==> src/hdl/srrr_pkg.sv <==
// Package for the sequenced record retention ring.
// Holds sizes, command and outcome codes, controller states and item types.
// No dependencies.
package srrr_pkg;

  // slot index is the low sequence bits: keep the ring depth a power of two
  localparam int RING_DEPTH   = 8;
  localparam int CONTENT_BITS = 64;
  localparam int IDX_BITS     = $clog2(RING_DEPTH);
  localparam int HELD_BITS    = (RING_DEPTH < 8) ? RING_DEPTH : 8;

  localparam logic [31:0] U32_MAX     = 32'hFFFF_FFFF;
  localparam logic [31:0] HALF_CIRCLE = 32'h7FFF_FFFF;

  typedef enum logic [1:0] {
    FUNC_PUBLISH = 2'd0,
    FUNC_START   = 2'd1,
    FUNC_REBASE  = 2'd2,
    FUNC_STOP    = 2'd3
  } func_t;

  typedef enum logic [2:0] {
    OUT_PUBLISHED    = 3'd0,
    OUT_DROPPED      = 3'd1,
    OUT_DUPLICATE    = 3'd2,
    OUT_SEQ_REJECT   = 3'd3,
    OUT_EXHAUSTED    = 3'd4,
    OUT_REFUSED      = 3'd5,
    OUT_CONTROL_DONE = 3'd6
  } outcome_t;

  typedef enum logic [1:0] {
    ST_IDLE   = 2'd0,
    ST_READ   = 2'd1,
    ST_APPLY  = 2'd2
  } state_t;

  typedef struct packed {
    func_t        func;
    logic [31:0]  seq_number;
    logic [31:0]  record_epoch;
    logic [15:0]  mailbox_seq;
    logic [63:0]  content_word;
  } in_item_t;

  typedef struct packed {
    logic         accepted;
    outcome_t     outcome;
    logic         lane_active;
    logic [31:0]  cur_epoch;
    logic [31:0]  newest_sequence;
    logic [15:0]  newest_mailbox_seq;
    logic [7:0]   held_mask;
    logic [31:0]  published_total;
    logic [31:0]  duplicate_total;
    logic [31:0]  reject_total;
    logic [31:0]  overwrite_total;
    logic [31:0]  gap_total;
  } result_t;

  typedef struct packed {
    logic capture;
    logic apply;
  } ctrl_cmd_t;

  function automatic logic [31:0] sat_inc(input logic [31:0] c);
    sat_inc = (c == U32_MAX) ? c : c + 32'd1;
  endfunction

endpackage

==> src/hdl/srrr_ram.sv <==
// Generic RAM with one write port and one registered read port.
// Depends on nothing.
module srrr_ram #(
  parameter int WIDTH = 8,
  parameter int DEPTH = 8
) (
  input  logic                     clk,
  input  logic                     we,
  input  logic [$clog2(DEPTH)-1:0] waddr,
  input  logic [WIDTH-1:0]         wdata,
  input  logic [$clog2(DEPTH)-1:0] raddr,
  output logic [WIDTH-1:0]         rdata
);

  logic [WIDTH-1:0] mem [DEPTH];

  always_ff @(posedge clk) begin
    if (we) begin
      mem[waddr] <= wdata;
    end
    rdata <= mem[raddr];
  end

endmodule

==> src/hdl/srrr_ctrl.sv <==
// Controller for the retention ring: sequences capture, slot read and apply.
// Depends on srrr_pkg.
module srrr_ctrl (
  input  logic                   clk,
  input  logic                   rst,
  input  logic                   start,
  output logic                   busy,
  output srrr_pkg::ctrl_cmd_t    cmd
);

  srrr_pkg::state_t state, state_next;

  always_ff @(posedge clk) begin
    if (rst) begin
      state <= srrr_pkg::ST_IDLE;
    end else begin
      state <= state_next;
    end
  end

  always_comb begin
    state_next = state;
    case (state)
      srrr_pkg::ST_IDLE: begin
        if (start) begin
          state_next = srrr_pkg::ST_READ;
        end
      end
      srrr_pkg::ST_READ:  state_next = srrr_pkg::ST_APPLY;
      srrr_pkg::ST_APPLY: state_next = srrr_pkg::ST_IDLE;
      default:            state_next = srrr_pkg::ST_IDLE;
    endcase
  end

  always_comb begin
    cmd  = '0;
    busy = 1'b1;
    case (state)
      srrr_pkg::ST_IDLE: begin
        busy        = 1'b0;
        cmd.capture = start;
      end
      srrr_pkg::ST_READ:   cmd       = '0;
      srrr_pkg::ST_APPLY:  cmd.apply = 1'b1;
      default:             busy      = 1'b1;
    endcase
  end

endmodule

==> src/hdl/srrr_datapath.sv <==
// Datapath for the retention ring: item capture, slot index,
// serial-order decision, lane state, counters and result register.
// Depends on srrr_pkg and srrr_ram.
module srrr_datapath (
  input  logic                   clk,
  input  logic                   rst,
  input  srrr_pkg::ctrl_cmd_t    cmd,
  input  srrr_pkg::in_item_t     item,
  output logic                   done,
  output srrr_pkg::result_t      result
);

  // captured item
  srrr_pkg::func_t                   func;
  logic [31:0]                       seq;
  logic [31:0]                       ep;
  logic [15:0]                       mbox;
  logic [srrr_pkg::CONTENT_BITS-1:0] content;
  logic [31:0]                       adv;
  logic [31:0]                       gapm1;
  logic                              wrap;
  logic [srrr_pkg::IDX_BITS-1:0]     idx;

  // lane state
  logic                              active;
  logic [31:0]                       epoch;
  logic [srrr_pkg::RING_DEPTH-1:0]   retained;
  logic [31:0]                       latest_seq;
  logic [15:0]                       latest_mbox;
  logic [31:0]                       publish_ctr;
  logic [31:0]                       duplicate_ctr;
  logic [31:0]                       reject_ctr;
  logic [31:0]                       overwrite_ctr;
  logic [31:0]                       gap_ctr;

  logic                              active_next;
  logic [31:0]                       epoch_next;
  logic [srrr_pkg::RING_DEPTH-1:0]   retained_next;
  logic [31:0]                       latest_seq_next;
  logic [15:0]                       latest_mbox_next;
  logic [31:0]                       publish_ctr_next;
  logic [31:0]                       duplicate_ctr_next;
  logic [31:0]                       reject_ctr_next;
  logic [31:0]                       overwrite_ctr_next;
  logic [31:0]                       gap_ctr_next;
  srrr_pkg::outcome_t                outcome;
  logic                              slot_we;

  logic [srrr_pkg::CONTENT_BITS-1:0] slot_rdata;
  logic                              held;
  logic [srrr_pkg::RING_DEPTH-1:0]   slot_bit;
  logic [srrr_pkg::RING_DEPTH-1:0]   bits_after;
  logic [32:0]                       gap_sum;

  srrr_ram #(
    .WIDTH(srrr_pkg::CONTENT_BITS),
    .DEPTH(srrr_pkg::RING_DEPTH)
  ) u_slots (
    .clk   (clk),
    .we    (slot_we),
    .waddr (idx),
    .wdata (content),
    .raddr (idx),
    .rdata (slot_rdata)
  );

  // capture item and take the slot index from the low sequence bits
  always_ff @(posedge clk) begin
    if (cmd.capture) begin
      func    <= item.func;
      seq     <= item.seq_number;
      ep      <= item.record_epoch;
      mbox    <= item.mailbox_seq;
      content <= item.content_word[srrr_pkg::CONTENT_BITS-1:0];
      adv     <= item.seq_number - latest_seq;
      gapm1   <= item.seq_number - latest_seq - 32'd1;
      wrap    <= item.seq_number < latest_seq;
      idx     <= item.seq_number[srrr_pkg::IDX_BITS-1:0];
    end
  end

  assign held     = (retained != '0);
  assign slot_bit = srrr_pkg::RING_DEPTH'(1) << idx;
  assign gap_sum  = {1'b0, gap_ctr} + {1'b0, gapm1};

  always_comb begin
    active_next        = active;
    epoch_next         = epoch;
    retained_next      = retained;
    latest_seq_next    = latest_seq;
    latest_mbox_next   = latest_mbox;
    publish_ctr_next   = publish_ctr;
    duplicate_ctr_next = duplicate_ctr;
    reject_ctr_next    = reject_ctr;
    overwrite_ctr_next = overwrite_ctr;
    gap_ctr_next       = gap_ctr;
    outcome            = srrr_pkg::OUT_CONTROL_DONE;
    slot_we            = 1'b0;
    bits_after         = retained;
    case (func)
      srrr_pkg::FUNC_PUBLISH: begin
        if (!active || ep != epoch) begin
          outcome = srrr_pkg::OUT_DROPPED;
        end else if (held && (adv == '0 || adv > srrr_pkg::HALF_CIRCLE)) begin
          if (adv == '0 && slot_rdata == content) begin
            duplicate_ctr_next = srrr_pkg::sat_inc(duplicate_ctr);
            outcome            = srrr_pkg::OUT_DUPLICATE;
          end else begin
            reject_ctr_next = srrr_pkg::sat_inc(reject_ctr);
            outcome         = srrr_pkg::OUT_SEQ_REJECT;
          end
        end else if (held && wrap && epoch == srrr_pkg::U32_MAX) begin
          reject_ctr_next = srrr_pkg::sat_inc(reject_ctr);
          active_next     = 1'b0;
          outcome         = srrr_pkg::OUT_EXHAUSTED;
        end else begin
          if (held && wrap) begin
            epoch_next = epoch + 32'd1;
            bits_after = '0;
          end
          if ((bits_after & slot_bit) != '0) begin
            overwrite_ctr_next = srrr_pkg::sat_inc(overwrite_ctr);
          end
          if (held && adv > 32'd1) begin
            gap_ctr_next = gap_sum[32] ? srrr_pkg::U32_MAX : gap_sum[31:0];
          end
          slot_we          = 1'b1;
          retained_next    = bits_after | slot_bit;
          latest_seq_next  = seq;
          latest_mbox_next = mbox;
          publish_ctr_next = srrr_pkg::sat_inc(publish_ctr);
          outcome          = srrr_pkg::OUT_PUBLISHED;
        end
      end
      srrr_pkg::FUNC_STOP: begin
        active_next = 1'b0;
      end
      default: begin
        if (epoch == srrr_pkg::U32_MAX) begin
          outcome = srrr_pkg::OUT_REFUSED;
        end else begin
          epoch_next       = epoch + 32'd1;
          retained_next    = '0;
          latest_seq_next  = '0;
          latest_mbox_next = '0;
          if (func == srrr_pkg::FUNC_START) begin
            active_next        = 1'b1;
            publish_ctr_next   = '0;
            duplicate_ctr_next = '0;
            reject_ctr_next    = '0;
            overwrite_ctr_next = '0;
            gap_ctr_next       = '0;
          end
        end
      end
    endcase
    if (!cmd.apply) begin
      slot_we = 1'b0;
    end
  end

  always_ff @(posedge clk) begin
    if (rst) begin
      active        <= 1'b0;
      epoch         <= '0;
      retained      <= '0;
      latest_seq    <= '0;
      latest_mbox   <= '0;
      publish_ctr   <= '0;
      duplicate_ctr <= '0;
      reject_ctr    <= '0;
      overwrite_ctr <= '0;
      gap_ctr       <= '0;
      done          <= 1'b0;
    end else begin
      done <= cmd.apply;
      if (cmd.apply) begin
        active        <= active_next;
        epoch         <= epoch_next;
        retained      <= retained_next;
        latest_seq    <= latest_seq_next;
        latest_mbox   <= latest_mbox_next;
        publish_ctr   <= publish_ctr_next;
        duplicate_ctr <= duplicate_ctr_next;
        reject_ctr    <= reject_ctr_next;
        overwrite_ctr <= overwrite_ctr_next;
        gap_ctr       <= gap_ctr_next;
      end
    end
  end

  // hold the result for the strobe cycle
  always_ff @(posedge clk) begin
    if (cmd.apply) begin
      result.accepted           <= (outcome == srrr_pkg::OUT_PUBLISHED) ||
                                   (outcome == srrr_pkg::OUT_CONTROL_DONE);
      result.outcome            <= outcome;
      result.lane_active        <= active_next;
      result.cur_epoch          <= epoch_next;
      result.newest_sequence    <= latest_seq_next;
      result.newest_mailbox_seq <= latest_mbox_next;
      result.held_mask          <= 8'(retained_next[srrr_pkg::HELD_BITS-1:0]);
      result.published_total    <= publish_ctr_next;
      result.duplicate_total    <= duplicate_ctr_next;
      result.reject_total       <= reject_ctr_next;
      result.overwrite_total    <= overwrite_ctr_next;
      result.gap_total          <= gap_ctr_next;
    end
  end

endmodule

==> src/hdl/sequenced_record_retention_ring.sv <==
// Sequenced record retention ring: serial-number ordered record ring.
// Sequence: the item is captured when accepted, its slot is read in ST_READ and
// the result is registered in ST_APPLY; busy drops with the result strobe.
// A new item is taken only after busy drops, so items never overlap.
// Synchronous reset clears lane state and counters; results cannot be stalled.
module sequenced_record_retention_ring (
  input  logic                clk,
  input  logic                rst,
  input  logic                start,
  output logic                busy,
  input  srrr_pkg::in_item_t  item,
  output logic                done,
  output srrr_pkg::result_t   result
);

  srrr_pkg::ctrl_cmd_t  cmd;

  srrr_ctrl u_ctrl (
    .clk    (clk),
    .rst    (rst),
    .start  (start),
    .busy   (busy),
    .cmd    (cmd)
  );

  srrr_datapath u_dp (
    .clk    (clk),
    .rst    (rst),
    .cmd    (cmd),
    .item   (item),
    .done   (done),
    .result (result)
  );

`ifndef SYNTH
  a_accept_busy: assert property (@(posedge clk) disable iff (rst)
    start && !busy |=> busy)
    else $error("accepted item did not raise busy");

  a_single_strobe: assert property (@(posedge clk) disable iff (rst)
    done |=> !done)
    else $error("result strobe lasted more than one cycle");

  a_accepted_code: assert property (@(posedge clk) disable iff (rst)
    done |-> result.accepted == ((result.outcome == srrr_pkg::OUT_PUBLISHED) ||
                                 (result.outcome == srrr_pkg::OUT_CONTROL_DONE)))
    else $error("accepted flag disagrees with outcome");

  a_exhausted_stops: assert property (@(posedge clk) disable iff (rst)
    done && result.outcome == srrr_pkg::OUT_EXHAUSTED |-> !result.lane_active)
    else $error("exhausted lane still active");
`endif

endmodule

==> config.mk <==
export PLATFORM = sky130hd
export DESIGN_NAME = sequenced_record_retention_ring
export DESIGN_NICKNAME = d
export VERILOG_FILES = /design/src/hdl/srrr_pkg.sv /design/src/hdl/srrr_ram.sv /design/src/hdl/srrr_ctrl.sv /design/src/hdl/srrr_datapath.sv /design/src/hdl/sequenced_record_retention_ring.sv
export SDC_FILE = /design/constraint.sdc
export NUM_CORES = 2
export LEC_CHECK = 0
export BUFFER_PORTS_ARGS = -buffer_cell sky130_fd_sc_hd__buf_2
export CORE_MARGIN = 2
export CORE_UTILIZATION = 43
export DETAILED_ROUTE_END_ITERATION = 6
export GPL_TIMING_DRIVEN = 0
export PLACE_DENSITY = 0.67
export SLEW_MARGIN = 15
export SYNTH_ARGS = -nofsm -noshare
export SYNTH_HDL_FRONTEND = slang
export SYNTH_SLANG_ARGS = --single-unit
==> constraint.sdc <==
create_clock -name clk -period 16.5 [get_ports clk]
set_input_delay 3.3 -clock clk [delete_from_list [all_inputs] [get_ports clk]]
set_output_delay 3.3 -clock clk [all_outputs]
set_load 0.02 [all_outputs]
[Word-level counts from Yosys, hierarchy flattened]
Memories as Yosys holds them, arrays and structs flattened. A register that Yosys moved wholly into a read port is not among the register bits.
Cells that the tools add are included.
Word-level totals
  word-level logic and storage cells: 164
  register bits: 719
  RAM bits: 512
  ROM bits: 0
  memories kept: 1
  bits of input ports: 149
  bits in latches: 0
  output and inout port bits: 255
Memory list
  u_dp.u_slots.mem: words 8, bits a word 64, rd ports 1, clocked after Yosys merged registers in 1, write ports 1, line srrr_ram.sv:15  | logic [WIDTH-1:0] mem [DEPTH];
Operators by class
  div/mod/pow operators: 0
  multiplexer cells: 88
  eq/ne operators: 13
  shift-type cells: 1
  magnitude comparators: 3
  add/sub/neg operators: 8
  reduce and logical (&&, ||, !) cells: 15
  $mul: 0
  bitwise operators: 2
Operators with widths (count)
  two-way mux 32 bit: 42
  one-hot mux 32 bit (2 select lines): 7
  adder 32 x 1 -> 32 bit, second input constant: 5
  equality test 32 bit, second input constant: 5
  two-way mux 8 bit: 9
  equality test 64 bit: 1
  two-way mux 16 bit: 4
  adder 32 x 32 -> 33 bit: 1
  > comparator 32 x 1 -> 1 bit, second input constant: 1
  > comparator 32 x 31 -> 1 bit, second input constant: 1
  zero test 32 bit: 1
  < comparator 32 bit: 1
  inequality test 32 bit: 1
  one-hot mux 16 bit (2 select lines): 1
  subtractor 32 x 1 -> 32 bit, second input constant: 1
  subtractor 32 bit: 1
  two-way mux 1 bit: 16
  one-hot mux 8 bit (2 select lines): 1
  nonzero test 8 bit: 2
  two-way mux 3 bit: 3
  AND 8 bit: 1
  OR 8 bit: 1
  left shift 1 x 3 -> 8 bit, first input constant: 1
  one-hot mux 3 bit (2 select lines): 1
  12 further kinds: 22

[Longest topological paths before layout]
  depth in word-level cells: 14
  depth in mapped cells: 14
  gate-level depth less buffers: 13

[Modules after synthesis]
From an unflattened synthesis, not the netlist that was laid out.
Unflattened totals
  cell total of the unflattened synthesis: 4377
  area total of the unflattened synthesis: 56502.9 um^2
By module, submodules not included
  srrr_datapath: times used 1, area an instance 35873.2 um^2, sequential area each 18938.2 um^2, cells an instance 3554
  srrr_ram: times used 1, area an instance 20547.2 um^2, sequential area each 16656.0 um^2, cells an instance 816
  srrr_ctrl: times used 1, area an instance 82.6 um^2, sequential area each 40.0 um^2, cells an instance 7

[Worst setup path before layout]
No wires, ideal clock.
  path type: input to register
  from: input port start
  to: register u_dp.adv[0] (enable)
  library setup time: 0.787 ns
  data required time: 15.713 ns
  stages: 2
  path buffers: 0
  data arrival time: 12.026 ns
  setup slack: 3.687 ns
  cell sequence: inv_1 > nor2_1
RTL lines
  from (decl): line sequenced_record_retention_ring.sv:9  | input logic start,
  to (signal assigned): line srrr_datapath.sv:75  | adv <= item.seq_number - latest_seq;
  to (decl): line srrr_datapath.sv:19  | logic [31:0] adv;

[Final worst setup path]
  from: input port item[112] in the netlist's numbering
  to: register u_dp.gapm1[30] (data pin)
On the way
  longest elaborated chain between the ends: 2
Ends and longest elaborated chain
  from (decl): line sequenced_record_retention_ring.sv:11  | input srrr_pkg::in_item_t item,
  subtractor 32 bit: line srrr_datapath.sv:76  | gapm1 <= item.seq_number - latest_seq - 32'd1;
  subtractor 32 x 1 -> 32 bit: line srrr_datapath.sv:76
  to (signal assigned): line srrr_datapath.sv:76
  to (decl): line srrr_datapath.sv:20  | logic [31:0] gapm1;
Every way passes these cells.
A chain may end at the register's enable or synchronous reset.

==> qor.yml <==
status: "complete, no violations"
tightest_slew_ns: 1.367
synth_top_cell_area_share: 0.5197
finalPower_mw: 7.322
required_ns: 17.02
crit_fanout: 5
start_kind: "input port"
worst_hold_slack_ns: 0.4485
die-height_um: 366.2
rows: 132
clockBufferDepth: 3
postCtsSetupRepairBufs: 0
place.gp.congestion: 1.015
dr.pass1.iters: 6
design_area_um2: 66370
drv_slew: 0
die_x_um: 366.2
finalHoldViolations: 0
fin_crit_ns: 6.604
port_buffers: 403
syn_avg_cell_area_um2: 11.89
ys_ff_latch: 1292
cts_tree: "built"
placed_area_um2: 61730
cts_made_buffers: 137
register_area_um2: 35630
synth_cell_type_count: 99
ctsResizeCount: 0
critPathArrivalTime_ns: 7.13
setup_tns_ns: 0
yosysTopAreaCell: "edfxtp_1"
slowest_delay_ns: 0.75
antenna_left: 0
root_buffer: "clkbuf_16"
grt_remaining_overflow: 0
drcViolationCount: 0
antenna_found_initial: 17
vias: 45101
ys_seq_area_frac: 0.6318
ys.flop_type: "edfxtp_1"
nFillCells: 11426
cts.clk_slew.worst_paths_ns: 0.06
area_growth_pct: 17.69
synth_cells: 4744
slew_headroom: 0.08023
p_leak_nw: 22.41
viasPerCell: 6.254
crit_path_frequent_cell: "a211oi_1"
htreeDepth: 4
holdBufCountCts: 0
cp_cell_sequence: "buf_2 -> inv_1 -> ha_1 -> inv_1 -> fa_1 -> a211oi_1 -> o21ai_0 -> a211oi_1 -> a211oi_1 -> a221oi_1 -> xnor2_1 -> nor4b_1 -> nand3_1 -> xnor2_1"
multiInputGateArea_um2: 19230
holdCritPathClass: "register to register"
critical_path.slowest_cell: "nor4b_1"
fmax_mhz: 151.4
end_kind: "register"
skew_ns: 0.05594
core_area_um2: 129800
drv_cap: 0
clock_sink_count: 1292
rsz0062_at_grt: "no"
syn_area_um2: 56400
layout-drive-gt1-share: 0.1446
dieArea_um2: 134100
synth_area_leaders: "edfxtp_1 (52%), dfxtp_1 (11%), a22oi_1 (3.7%)"
synthesis.nets: 4968
drt_wl_total_um: 205900
ios: 404
synth_edf_count: 976
start_util: 0.4344
drt_iter0_markers: 6249
grt_max_degree: 40
grt_pass1_wl_um: 292000
track_usage: 0.2968
synthArstFlopShare: 0
first_global_vias: 41918
clk_latency_ns: 0.83
synth-warning-count: 0
fin_crit_sh: 0.4002
finalNetCount: 5573
wire_per_inst_um: 28.55
finalSetupViolCount: 0
place_hpwl_um: 147600
vdd_drop_max_mv: 0.1230
final_util: 0.5113
path_class: "input port to register"
p_per_area_nw_per_um2: 110.3
==> flip-flops by register name, summed over array words and instances, names as in the netlist, 64 cells and up <==
name,flops
u_dp.content,64
u_dp.result,253
u_dp.u_slots.rdata,64
u_dp.u_slots.mem,512
==> metrics by stage <==
step                      std cells  setup WS [ns]
after floorplan                4744          3.687
after global placement         6889         -2.023
after detailed placement       6952          9.151
after CTS                      7207          9.967
after global routing           7207          9.438
final                          7212          9.896
==> routing by layer <==
metal	up-vias	routed length [µm]	GRT usage
met5	-	116	0
met4	18	11310	0.1527
met3	557	21990	0.07165
met2	2736	92670	0.4632
met1	22166	79790	0.3848
li1	19624	-	-
==> logic make-up after synthesis <==
logic type,share of synthesized area
compound gates,0.1755
simple gates,0.1172
flops,0.6318
buf+inv,0.02884
xor+xnor,0.02669
fa+ha+maj,0.01691
mux,0.003017
==> worst paths after layout <==
| kind | depth (start not counted) | from | slack [ns] | end |
|---|---|---|---|---|
| worst min register to register | 1 | u_ctrl.state[1] | 0.45 | u_ctrl.state[1] |
| worst max register to register | 13 | u_dp.ep[16] | 9.95 | u_dp.u_slots.mem[6][38] |
| worst min-delay path | 1 | u_ctrl.state[1] | 0.45 | u_ctrl.state[1] |
| worst max-delay path | 14 | item[112] | 9.90 | u_dp.gapm1[30] |
==> final cells by class <==
type | instances | area share
plain buffers | 312 | 0.01895
inverters | 100 | 0.005655
diodes | 5 | 0.0001885
repair buffers | 466 | 0.04607
well taps | 1742 | 0.03284
flip-flops and latches | 1292 | 0.5369
multi-input cells | 3040 | 0.2897
clock inverters | 74 | 0.01323
clock buffers | 181 | 0.05642
==> where the power goes <==
part / leakage (nW) / internal (mW) / switching, mW / total (mW)
Combinational: 8.77 / 0.144 / 0.403 / 0.546
Clock: 2.21 / 1.76 / 1.38 / 3.14
Sequential: 11.4 / 3.58 / 0.0618 / 3.64
==> layout by cell type, fill, tap and decap left out, drive strengths merged, types with 122 or more instances in the layout <==
cell type	Yosys	routed
o21ai	312	312
a21oi	285	285
edfxtp	976	976
a22oi	280	280
nand3	122	122
buf	60	526
dfxtp	316	316
nand2	359	359
nor2	292	292
clkbuf	252	433
==> synth_stat cells, types with 11 or more instances <==
master / instances
o21a_1: 27
nor2_1: 291
a22o_1: 69
and3_1: 60
a22oi_1: 280
nor3b_1: 11
buf_2: 34
a21oi_1: 284
inv_1: 100
o211ai_1: 26
nand2_1: 359
and4_1: 20
nor4_1: 70
xnor2_1: 58
dfxtp_1: 316
nand4_1: 121
or3_1: 29
a31oi_1: 89
or4_1: 14
nor3_1: 76
nand3_1: 120
ha_1: 73
edfxtp_1: 976
o21bai_1: 13
o21ai_0: 306
a311oi_1: 23
xor2_1: 112
buf_1: 20
nand2b_1: 19
a41oi_1: 11
o31ai_1: 87
a32oi_1: 47
a21o_1: 62
and2_1: 38
clkbuf_1: 252
a211oi_1: 33
==> worst max-delay path: cells and delay by family <==
family                   cells  cell delay, ns
XOR/XNOR                     2            0.39
AO/OA/AOI/OAI                5            1.60
AND/OR/NAND/NOR              2            0.98
buffers and inverters        3            0.23
adder cells (fa/ha/maj)      2            0.64
Note: power is estimated with default switching activity, not from simulation.
